<file path="config.mk">
export PLATFORM = sky130hd
export DESIGN_NAME = length_prefixed_to_start_code_nal_top
export DESIGN_NICKNAME = d
export VERILOG_FILES = /design/src/rtl/lptsc_pkg.sv /design/src/rtl/lptsc_front.sv /design/src/rtl/lptsc_queue.sv /design/src/rtl/lptsc_back.sv /design/src/rtl/length_prefixed_to_start_code_nal_top.sv
export SDC_FILE = /design/constraint.sdc
export NUM_CORES = 1
export LEC_CHECK = 0
export BUFFER_PORTS_ARGS = -buffer_cell sky130_fd_sc_hd__buf_4
export CORE_MARGIN = 5
export CORE_UTILIZATION = 30
export DETAILED_ROUTE_END_ITERATION = 16
export SYNTH_ARGS = -nofsm -noshare
export SYNTH_HDL_FRONTEND = slang
export SYNTH_SLANG_ARGS = --single-unit
</file>
<file path="constraint.sdc">
create_clock -name clock -period 5.4 [get_ports clock]
set_input_delay 1.08 -clock clock [delete_from_list [all_inputs] [get_ports clock]]
set_output_delay 1.08 -clock clock [all_outputs]
set_load 0.1 [all_outputs]
</file>
<file path="src/rtl/lptsc_pkg.sv">
// Package for the length-prefixed to start-code unit converter.
// Holds payload structs, phase and command codes, and shared constants.
// No dependencies.
package lptsc_pkg;

   localparam int QUEUE_DEPTH = 2;

   localparam logic [2:0] LEN_BYTES_RESET = 3'd4;
   localparam logic [2:0] LEN_BYTES_MIN   = 3'd1;
   localparam logic [2:0] LEN_BYTES_MAX   = 3'd4;

   localparam logic [5:0] TYPE_VPS = 6'd32;
   localparam logic [5:0] TYPE_SPS = 6'd33;
   localparam logic [5:0] TYPE_PPS = 6'd34;

   localparam logic [7:0] START_CODE_ZERO = 8'h00;
   localparam logic [7:0] START_CODE_LAST = 8'h01;

   localparam logic [2:0] BEAT_FIRST   = 3'd0;
   localparam logic [2:0] BEAT_SC_LAST = 3'd3;
   localparam logic [2:0] BEAT_BYTE    = 3'd4;

   localparam logic [0:0] CSR_LEN_FIELD_BYTES = 1'b0;

   typedef enum logic [1:0] {
      PH_LEN,
      PH_FIRST,
      PH_COPY,
      PH_DROP
   } lptsc_phase_type;

   typedef enum logic [1:0] {
      CMD_SC_ONLY,
      CMD_SC_BYTE,
      CMD_BYTE
   } lptsc_kind_type;

   typedef struct packed {
      logic [7:0] data_byte;
      logic       end_of_sample;
      logic [1:0] frame_tag;
   } lptsc_req_type;

   typedef struct packed {
      logic [7:0] out_byte;
      logic       unit_end;
      logic       truncated;
      logic [1:0] out_tag;
      logic       step_last;
   } lptsc_rsp_type;

   typedef struct packed {
      lptsc_kind_type kind;
      logic [7:0]     data;
      logic           unit_end;
      logic           truncated;
      logic [1:0]     tag;
   } lptsc_cmd_type;

endpackage

</file>
<file path="src/rtl/lptsc_front.sv">
// Front end: parses length prefixes and unit types, tracks remaining bytes.
// Pushes one output command per byte that produces results. Uses lptsc_pkg.
module lptsc_front
   import lptsc_pkg::*;
(
   input  logic          clock,
   input  logic          reset,
   input  logic [2:0]    len_bytes,
   input  logic          accept,
   input  lptsc_req_type req,
   output logic          push,
   output lptsc_cmd_type cmd
);

   lptsc_phase_type phase_ff, phase_in;
   logic [1:0]      pc_ff, pc_in;
   logic [31:0]     rem_ff, rem_in;
   logic [2:0]      nbytes;
   logic [31:0]     rem_shift;
   logic [31:0]     rem_dec;
   logic            dec_zero;
   logic [5:0]      unit_type;
   logic            is_param;

   always_comb begin
      nbytes = len_bytes;
      if (len_bytes < LEN_BYTES_MIN) nbytes = LEN_BYTES_MIN;
      if (len_bytes > LEN_BYTES_MAX) nbytes = LEN_BYTES_MAX;

      rem_shift = {rem_ff[23:0], req.data_byte};
      rem_dec   = rem_ff - 32'd1;
      dec_zero  = (rem_dec == 32'd0);
      unit_type = req.data_byte[6:1];
      is_param  = (unit_type == TYPE_VPS) || (unit_type == TYPE_SPS) ||
                  (unit_type == TYPE_PPS);

      phase_in = phase_ff;
      pc_in    = pc_ff;
      rem_in   = rem_ff;
      push     = 1'b0;
      cmd.kind      = CMD_BYTE;
      cmd.data      = req.data_byte;
      cmd.unit_end  = dec_zero | req.end_of_sample;
      cmd.truncated = req.end_of_sample & ~dec_zero;
      cmd.tag       = req.frame_tag;

      case (phase_ff)
         PH_LEN: begin
            rem_in = rem_shift;
            if (({1'b0, pc_ff} + 3'd1) >= nbytes) begin
               pc_in = 2'd0;
               if (rem_shift == 32'd0) begin
                  push          = 1'b1;
                  cmd.kind      = CMD_SC_ONLY;
                  cmd.unit_end  = 1'b1;
                  cmd.truncated = 1'b0;
               end else begin
                  phase_in = PH_FIRST;
               end
            end else begin
               pc_in = pc_ff + 2'd1;
            end
         end
         PH_FIRST: begin
            rem_in = rem_dec;
            if (is_param) begin
               phase_in = dec_zero ? PH_LEN : PH_DROP;
            end else begin
               push     = 1'b1;
               cmd.kind = CMD_SC_BYTE;
               phase_in = dec_zero ? PH_LEN : PH_COPY;
            end
         end
         PH_COPY: begin
            rem_in = rem_dec;
            push   = 1'b1;
            if (dec_zero) phase_in = PH_LEN;
         end
         PH_DROP: begin
            rem_in = rem_dec;
            if (dec_zero) phase_in = PH_LEN;
         end
         default: begin
            phase_in = PH_LEN;
         end
      endcase

      if (req.end_of_sample) begin
         phase_in = PH_LEN;
         pc_in    = 2'd0;
         rem_in   = 32'd0;
      end

      push = push & accept;
   end

   always_ff @(posedge clock) begin
      if (reset) begin
         phase_ff <= PH_LEN;
         pc_ff    <= 2'd0;
         rem_ff   <= 32'd0;
      end else if (accept) begin
         phase_ff <= phase_in;
         pc_ff    <= pc_in;
         rem_ff   <= rem_in;
      end
   end

endmodule

</file>
<file path="src/rtl/lptsc_queue.sv">
// Two-entry command queue between the front and back ends.
// Uses lptsc_pkg for the command struct and depth.
module lptsc_queue
   import lptsc_pkg::*;
(
   input  logic          clock,
   input  logic          reset,
   input  logic          push,
   input  lptsc_cmd_type push_cmd,
   input  logic          pop,
   output lptsc_cmd_type head,
   output logic          empty,
   output logic          full
);

   lptsc_cmd_type entry_ff [QUEUE_DEPTH];
   logic          wr_ptr_ff, wr_ptr_in;
   logic          rd_ptr_ff, rd_ptr_in;
   logic [1:0]    count_ff, count_in;

   always_comb begin
      empty     = (count_ff == 2'd0);
      full      = (count_ff == 2'(QUEUE_DEPTH));
      head      = entry_ff[rd_ptr_ff];
      wr_ptr_in = push ? ~wr_ptr_ff : wr_ptr_ff;
      rd_ptr_in = pop ? ~rd_ptr_ff : rd_ptr_ff;
      count_in  = count_ff + {1'b0, push} - {1'b0, pop};
   end

   always_ff @(posedge clock) begin
      if (reset) begin
         wr_ptr_ff <= 1'b0;
         rd_ptr_ff <= 1'b0;
         count_ff  <= 2'd0;
      end else begin
         wr_ptr_ff <= wr_ptr_in;
         rd_ptr_ff <= rd_ptr_in;
         count_ff  <= count_in;
      end
   end

   always_ff @(posedge clock) begin
      if (push) entry_ff[wr_ptr_ff] <= push_cmd;
   end

endmodule

</file>
<file path="src/rtl/lptsc_back.sv">
// Back end: expands each queued command into output transfers,
// four start-code bytes and/or one payload byte. Uses lptsc_pkg.
module lptsc_back
   import lptsc_pkg::*;
(
   input  logic          clock,
   input  logic          reset,
   input  lptsc_cmd_type head,
   input  logic          empty,
   output logic          pop,
   output logic          rsp_valid,
   input  logic          rsp_stall,
   output lptsc_rsp_type rsp_payload
);

   lptsc_cmd_type cur_ff;
   logic          cur_valid_ff, cur_valid_in;
   logic [2:0]    beat_ff, beat_in;
   logic          fire;
   logic          last_beat;
   logic          advance;

   always_comb begin
      rsp_valid = cur_valid_ff;
      fire      = cur_valid_ff & ~rsp_stall;
      last_beat = (beat_ff == BEAT_BYTE) ||
                  ((cur_ff.kind == CMD_SC_ONLY) && (beat_ff == BEAT_SC_LAST));
      advance   = ~cur_valid_ff | (fire & last_beat);
      pop       = advance & ~empty;

      cur_valid_in = cur_valid_ff;
      beat_in      = beat_ff;
      if (advance) begin
         cur_valid_in = ~empty;
         beat_in      = (head.kind == CMD_BYTE) ? BEAT_BYTE : BEAT_FIRST;
      end else if (fire) begin
         beat_in = beat_ff + 3'd1;
      end

      rsp_payload.out_tag = cur_ff.tag;
      case (beat_ff)
         BEAT_SC_LAST: begin
            rsp_payload.out_byte  = START_CODE_LAST;
            rsp_payload.unit_end  = (cur_ff.kind == CMD_SC_ONLY);
            rsp_payload.truncated = 1'b0;
            rsp_payload.step_last = (cur_ff.kind == CMD_SC_ONLY);
         end
         BEAT_BYTE: begin
            rsp_payload.out_byte  = cur_ff.data;
            rsp_payload.unit_end  = cur_ff.unit_end;
            rsp_payload.truncated = cur_ff.truncated;
            rsp_payload.step_last = 1'b1;
         end
         default: begin
            rsp_payload.out_byte  = START_CODE_ZERO;
            rsp_payload.unit_end  = 1'b0;
            rsp_payload.truncated = 1'b0;
            rsp_payload.step_last = 1'b0;
         end
      endcase
   end

   always_ff @(posedge clock) begin
      if (reset) begin
         cur_valid_ff <= 1'b0;
         beat_ff      <= BEAT_FIRST;
      end else begin
         cur_valid_ff <= cur_valid_in;
         beat_ff      <= beat_in;
      end
   end

   always_ff @(posedge clock) begin
      if (pop) cur_ff <= head;
   end

endmodule

</file>
<file path="src/rtl/length_prefixed_to_start_code_nal_top.sv">
// Converts length-prefixed video units to start-code-prefixed units, one input
// byte per transfer. Takes one byte per cycle while each byte yields at most one
// output transfer and rsp_stall is low; the back end emits one transfer per
// unstalled cycle, so a byte opening a unit yields five transfers (start code
// plus byte) and a zero-length prefix four. A two-entry command queue separates
// the parser from the output stage; req_stall is raised only while it is full.
// Parameter-set units (types 32, 33, 34) are dropped. Uses lptsc_pkg.
module length_prefixed_to_start_code_nal_top
   import lptsc_pkg::*;
(
   input  logic          clock,
   input  logic          reset,
   input  logic          req_valid,
   output logic          req_stall,
   input  lptsc_req_type req_payload,
   output logic          rsp_valid,
   input  logic          rsp_stall,
   output lptsc_rsp_type rsp_payload,
   input  logic          psel,
   input  logic          penable,
   input  logic          pwrite,
   input  logic [1:0]    paddr,
   input  logic [31:0]   pwdata,
   output logic [31:0]   prdata,
   output logic          pready
);

   logic [2:0]    len_bytes_ff, len_bytes_in;
   logic          csr_write;
   logic          accept;
   logic          push;
   lptsc_cmd_type push_cmd;
   logic          pop;
   lptsc_cmd_type head;
   logic          empty;
   logic          full;

   always_comb begin
      pready       = 1'b1;
      csr_write    = psel & penable & pwrite & pready &
                     (paddr[1:1] == CSR_LEN_FIELD_BYTES);
      len_bytes_in = csr_write ? pwdata[2:0] : len_bytes_ff;
      prdata       = {29'd0, len_bytes_ff};
      req_stall    = full;
      accept       = req_valid & ~full;
   end

   always_ff @(posedge clock) begin
      if (reset) begin
         len_bytes_ff <= LEN_BYTES_RESET;
      end else begin
         len_bytes_ff <= len_bytes_in;
      end
   end

   lptsc_front u_front (
      .clock     (clock),
      .reset     (reset),
      .len_bytes (len_bytes_ff),
      .accept    (accept),
      .req       (req_payload),
      .push      (push),
      .cmd       (push_cmd)
   );

   lptsc_queue u_queue (
      .clock    (clock),
      .reset    (reset),
      .push     (push),
      .push_cmd (push_cmd),
      .pop      (pop),
      .head     (head),
      .empty    (empty),
      .full     (full)
   );

   lptsc_back u_back (
      .clock       (clock),
      .reset       (reset),
      .head        (head),
      .empty       (empty),
      .pop         (pop),
      .rsp_valid   (rsp_valid),
      .rsp_stall   (rsp_stall),
      .rsp_payload (rsp_payload)
   );

endmodule

</file>
; Word-level counts from Yosys, hierarchy flattened
; Memory sizes are Yosys's and may differ from the RTL's. A register that Yosys moved wholly into a read port is not among the register bits.
; Index checks and enable logic that the tools add are counted.
[totals]
word_cells = 106
n_memories = 1
input_bits = 52
register_bits = 61
mem_bits_rw = 28
[memory_table]
columns = name, depth, width, read_ports, rd_clocked_by_memory_dff, write_ports, line_no
row1 = u_queue.entry_ff, 2, 14, 1, 1, 1, lptsc_queue.sv:16  ; lptsc_cmd_type entry_ff [QUEUE_DEPTH];
[classes]
n_lt_le_gt_ge = 3
add_sub_neg = 6
eq_ne = 13
muxes = 35
reduce_logical = 15
bitwise_logic = 19
[ops]
columns = operator, count
row1 = 32-bit zero test, 2
row2 = 32-bit one-hot mux with 2 select lines, 1
row3 = 2-bit 2-to-1 mux, 16
row4 = 32-bit 2-to-1 mux, 1
row5 = 32-bit by 1-bit subtractor with 32-bit output (second input constant), 1
row6 = 10-bit one-hot mux with 2 select lines, 1
row7 = 6-bit == test (second input constant), 3
row8 = 3-bit 2-to-1 mux, 5
row9 = 1-bit bitwise AND, 9
row10 = 2-bit == test (second input constant), 4
row11 = 1-bit NOT, 8
row12 = 1-bit 2-to-1 mux, 7
row13 = 2-bit zero test, 3
row14 = 2-bit one-hot mux with 3 select lines, 1
row15 = 2-bit one-hot mux with 2 select lines, 1
row16 = 4-bit AND reduction, 1
row17 = 2-bit nonzero test, 2
row18 = 2-bit by 1-bit adder with 3-bit output (second input constant), 1
row19 = 3-bit by 1-bit adder with 3-bit output (second input constant), 1
row20 = 3-bit by 2-bit == test with 1-bit output (second input constant), 1
row21 = 3-bit == test (second input constant), 1
row22 = 3-bit >= comparator, 1
row23 = 3-bit greater-than comparator (second input constant), 1
row24 = 1-bit logical OR, 3
row25 = other kinds (15), 16

; Longest topological paths before layout
[depth]
depth_word = 9
mapped_depth = 15

; Hierarchy
; A second synthesis with hierarchy kept.
[hier_totals]
cells_unflattened = 630
hier_area_um2 = 5599.1
[modules_own_cells]
columns = module, n_inst, area_per_inst_um2, seq_area_each_um2, cells_each
row1 = lptsc_front, 1, 3189.3, 720.7, 456
row2 = lptsc_queue, 1, 1226.2, 940.9, 64
row3 = lptsc_back, 1, 800.8, 500.5, 63
row4 = length_prefixed_to_start_code_nal_top, 1, 382.9, 60.1, 47

; Least setup slack after synthesis
; Ideal clock, no wire load.
[synth_path]
path_type = register to output
startpoint = reg u_back.beat_ff[0]
endpoint = out rsp_payload[5] in the netlist's numbering
t_arrival_ps = 2855
n_path_buf = 0
stages_incl_launch_ff = 5
setup_slack_ps = 1465
path_cell_list = dfxtp_1 -> ha_1 -> ha_1 -> nand2_1 -> o21ai_0
[synth_rtl]
columns = item, line_no
row1 = start: declaration, lptsc_back.sv:18  ; logic [2:0] beat_ff, beat_in;
row2 = start signal: assignment, lptsc_back.sv:69  ; beat_ff <= beat_in;
row3 = end: declaration, length_prefixed_to_start_code_nal_top.sv:18  ; output lptsc_rsp_type rsp_payload,

; Final worst setup path
[layout_path]
startpoint = reg u_front.rem_ff[1]
endpoint = reg u_front.phase_ff[0]
[layout_between]
elab_chain_len = 6
word_cells_on_any_way = 10
[layout_lines]
columns = item, line_no
row1 = start: declaration, lptsc_front.sv:17  ; logic [31:0] rem_ff, rem_in;
row2 = start signal: assignment, lptsc_front.sv:105  ; rem_ff <= rem_in;
row3 = 32-bit by 1-bit subtractor with 32-bit output, lptsc_front.sv:31  ; rem_dec = rem_ff - 32'd1;
row4 = 32-bit zero test, lptsc_front.sv:32  ; dec_zero = (rem_dec == 32'd0);
row5 = 2-bit 2-to-1 mux, lptsc_front.sv:67  ; phase_in = dec_zero ? PH_LEN : PH_DROP;
row6 = 2-bit 2-to-1 mux, lptsc_front.sv:66  ; if (is_param) begin
row7 = 2-bit one-hot mux with 3 select lines, lptsc_front.sv:47  ; case (phase_ff)
row8 = 2-bit 2-to-1 mux, lptsc_front.sv:88  ; if (req.end_of_sample) begin
row9 = end signal: assignment, lptsc_front.sv:103  ; phase_ff <= phase_in;
row10 = end: declaration, lptsc_front.sv:15  ; lptsc_phase_type phase_ff, phase_in;
; Several ways; a longest one is shown, not always the timed one.
; A chain may end at the register's enable or synchronous reset.

==> impl_metrics.py <==
metrics = {
    "die": {
        "core_sq_um": 17200,
        "die_h_um": 142,
        "num_io_pins": 100,
        "row_count": 48,
        "initial_core_util_pct": 30.4,
        "fp.dieW_um": 142,
        "dieArea_sq_um": 20100,
    },
    "synth": {
        "netlist_top_cells_area": "edfxtp_1, dfxtp_1, nor2_1, buf_4, a21oi_1",
        "synth_top_area_cell": "edfxtp_1",
        "syn_inst": 595,
        "syn_area_sq_um": 5220,
        "synth_ff_type": "dfxtp_1",
        "yosysSeqAreaShare_pct": 42.6,
        "synth_cell_types": 64,
        "syn_avg_cell_area_sq_um": 8.77,
        "synth_edf_count": 42,
        "synth_top_cell_area_share_pct": 24.2,
        "async_flop_share_pct": 0,
        "synth_seq_cells": 90,
        "ys_warn_count": 0,
    },
    "power": {
        "ir_worst_vdd_mv": 0.231,
        "comb_power_share_pct": 40.5,
        "seqPwrFrac_pct": 34.5,
        "p_int_uw": 1540,
        "leakagePower_uw": 0.00221,
        "p_sw_share_pct": 42.9,
        "p_per_area_nw_per_um2": 462,
        "clkPwrFrac_pct": 25.0,
        "switching_power_uw": 1150,
        "finalPower_uw": 2690,
    },
    "sta": {
        "rsz0062_at_grt": "false",
        "setup_viol": 0,
        "slew_viol_final": 0,
        "period_share_pct": 62.5,
        "hold_viol": 0,
        "max_freq_ghz": 0.296,
        "max_slew_margin_pct": 37.4,
        "tns_ns": 0,
        "fin_ws_ns": 2.02,
        "clock_skew_ns": 0.0111,
        "tightest_slew_ns": 0.937,
        "fin_hold_ws_ns": 0.498,
        "period_minus_slack_ns": 3.38,
    },
    "global_route": {
        "gr-usage-met1_pct": 16.6,
        "grt.met3_usage_pct": 2.49,
        "antenna_found_initial": 0,
        "grt.met2_usage_pct": 19.8,
        "grt_usage_pct": 12.3,
        "gr-max-usage-layer": "met2",
        "grt_pass1_vias": 3885,
        "grt_max_degree": 49,
        "grt-ovfl-total": 0,
        "grt_pass1_wl_um": 20300,
    },
    "place": {
        "place_ws_ns": 2.06,
        "place_congestion": 0.878,
        "dp_hpwl_um": 8220,
        "io_buffers": 39,
    },
    "hold_path": {
        "holdCritStartpoint": "u_back.beat_ff[0]",
        "min_to": "u_back.beat_ff[0]",
        "hold_depth": 2,
        "hold_class": "reg -> reg",
    },
    "route": {
        "drt_iter0_drc": 359,
        "wire_per_inst_um": 14.7,
        "vias": 4242,
        "ant_nets": 0,
        "finalWirelength_um": 12200,
        "viasPerCell": 5.10,
        "drt-pass1-iter-count": 5,
        "remaining_drc_errors": 0,
    },
    "job": {
        "cap_violations": 0,
    },
    "clocking": {
        "cts_tree": "yes",
        "hold_buffers": 0,
        "ctsResizeCount": 0,
        "cts-root-to-sink-buffers": 2,
        "clock-root-buffer": "clkbuf_16",
        "cts_num_sinks": 90,
        "clk_pin_slew_ns": 0.07,
        "htreeDepth": 3,
        "insertion_delay_ns": 0.35,
        "cts_setup_buffers": 0,
        "cts_made_buffers": 9,
    },
    "worst_setup_path": {
        "rrSetupSlack_ns": 2.02,
        "slowest_delay_ns": 0.79,
        "start_kind": "flop",
        "r2r-end": "u_front.phase_ff[0]",
        "crit_chain": "inv_1 > ha_1 > nor3b_1 > nand2_1 > o41ai_1 > nand4_1 > nor4_1 > and3_2 > nor3_2",
        "required_ns": 5.63,
        "path_max_fanout": 7,
        "r2r_start": "u_front.rem_ff[1]",
        "crit_buf_inv": 1,
        "crit_type": "reg -> reg",
        "cp_top_family": "simple AND/OR/NAND/NOR gates",
        "cpMaxStageDelayCell": "nor3b_1",
        "end_kind": "flop",
        "reg2regPathDepth": 9,
        "cp.arrival_ns": 3.61,
    },
    "layout": {
        "area_growth_pct": 11.7,
        "drive_gt1_share_pct": 15.3,
        "nNetsFinal": 664,
        "finish.utilization_pct": 33.9,
        "fill_cells": 1787,
        "diodes": 0,
    },
    "outcome": {
        "outcome": "completed",
    },
}
-- cell families after synthesis --
logic type,count (synthesis),synth area share [%]
AO/OA/AOI/OAI,133,16.0
buffers and inverters,93,9.69
multiplexers,18,3.81
AND/OR/NAND/NOR,237,23.3
adder cells (fa/ha/maj),11,2.64
other,2,0.144
XOR/XNOR,11,1.85
flip-flops,90,42.6
-- final cells by class --
| type | instances | area [sq um] | area share, % |
|---|---|---|---|
| multi-input cells | 440 | 2610 | 44.7 |
| flip-flops and latches | 90 | 2220 | 38.2 |
| repair buffers | 46 | 345 | 5.93 |
| well taps | 225 | 282 | 4.83 |
| clock buffers | 10 | 239 | 4.10 |
| clock inverters | 6 | 78.8 | 1.35 |
| inverters | 14 | 52.6 | 0.902 |
-- worst max path at each step --
stage,startpoint,endpoint,slack [ns],depth (start not counted)
after floorplan,u_back.beat_ff[0],rsp_payload[5],1.47,4
after global routing,u_front.rem_ff[0],u_front.phase_ff[0],1.73,9
final,u_front.rem_ff[1],u_front.phase_ff[0],2.02,9
after CTS,u_front.rem_ff[0],u_queue.entry_ff[0][3],2.05,7
after detailed placement,u_front.rem_ff[0],u_queue.entry_ff[0][3],2.06,7
after global placement,u_front.rem_ff[0],u_queue.entry_ff[0][3],2.06,7
-- per-stage QoR --
stage	instance area, sq um	cells
floorplan	5320	623
global route	5820	831
detailed placement	5510	815
CTS	5820	831
global placement	5510	815
finish	5820	831
-- routing by layer --
metal  up-vias  share of wire [%]
met4         0                1.3
met1      1991                 45
met5         -                  0
met3        11                7.0
met2       136                 47
li1       2104                  -
-- flip-flops by register name, indices dropped and copies added, names as in the netlist, 2 cells and up, named ones only --
signal	cells
u_back.cur_ff	12
u_back.beat_ff	3
u_queue.entry_ff	28
len_bytes_ff	3
u_back.rsp_payload	2
u_front.phase_ff	2
u_queue.count_ff	2
u_front.pc_ff	2
u_front.rem_ff	32
-- placed cells by master, fill, tap and decap left out, types with 4 or more instances in the layout --
| cell | synthesis | final |
|---|---|---|
| nor3_1 | 25 | 24 |
| conb_1 | 2 | 30 |
| or3_1 | 6 | 6 |
| nor3b_1 | 5 | 5 |
| a31oi_1 | 5 | 5 |
| inv_1 | 14 | 14 |
| dfxtp_1 | 48 | 48 |
| nand2_1 | 49 | 49 |
| or4_1 | 5 | 5 |
| a21oi_1 | 45 | 45 |
| clkbuf_16 | 0 | 9 |
| mux2_2 | 15 | 15 |
| nand2b_1 | 6 | 6 |
| nand3_1 | 6 | 6 |
| ha_1 | 11 | 11 |
| nor4b_1 | 4 | 4 |
| edfxtp_1 | 42 | 42 |
| a221oi_1 | 5 | 5 |
| and3_1 | 9 | 9 |
| o21ai_0 | 39 | 39 |
| xnor2_1 | 6 | 6 |
| a22oi_1 | 8 | 8 |
| nand4_1 | 6 | 6 |
| xor2_1 | 5 | 5 |
| nor4_1 | 20 | 20 |
| nor2_1 | 77 | 77 |
| buf_4 | 32 | 46 |
-- worst register-to-register path: cells and delay by family (launching register included) --
| family | cells | cell delay, ns |
|---|---|---|
| adder cells (fa/ha/maj) | 1 | 0.27 |
| AND/OR/NAND/NOR | 6 | 2.11 |
| buffers and inverters | 1 | 0.13 |
| flip-flops | 1 | 0.39 |
| AO/OA/AOI/OAI | 1 | 0.37 |
-- power by group through the flow --
stage          sequential [uW]  clock, uW  combinational, uW
2_1_floorplan              911          0                930
3_3_place_gp               941          0               1080
3_5_place_dp               944          0               1090
4_1_cts                    929        685               1090
5_1_grt                    943        722               1190
6_report                   928        672               1090
-- synth_stat cells, types with 3 or more instances --
| library cell | count |
|---|---|
| o21a_1 | 3 |
| nand2_1 | 49 |
| buf_4 | 32 |
| a32oi_1 | 3 |
| nand3_1 | 6 |
| xor2_1 | 5 |
| nor4_1 | 20 |
| a211oi_1 | 3 |
| mux2i_1 | 3 |
| nor2_1 | 77 |
| o21ai_0 | 39 |
| a22oi_1 | 8 |
| nand4_1 | 6 |
| ha_1 | 11 |
| clkbuf_1 | 36 |
| nor3b_1 | 5 |
| nor2b_1 | 4 |
| inv_1 | 14 |
| or3_1 | 6 |
| dfxtp_1 | 48 |
| and3_1 | 9 |
| a31oi_1 | 5 |
| buf_6 | 4 |
| a221oi_1 | 5 |
| xnor2_1 | 6 |
| nor3_1 | 25 |
| buf_2 | 4 |
| nand2b_1 | 6 |
| edfxtp_1 | 42 |
| nor4b_1 | 4 |
| a21oi_1 | 45 |
| or4_1 | 5 |
| mux2_2 | 15 |
Power figures use the tool's default switching activity.
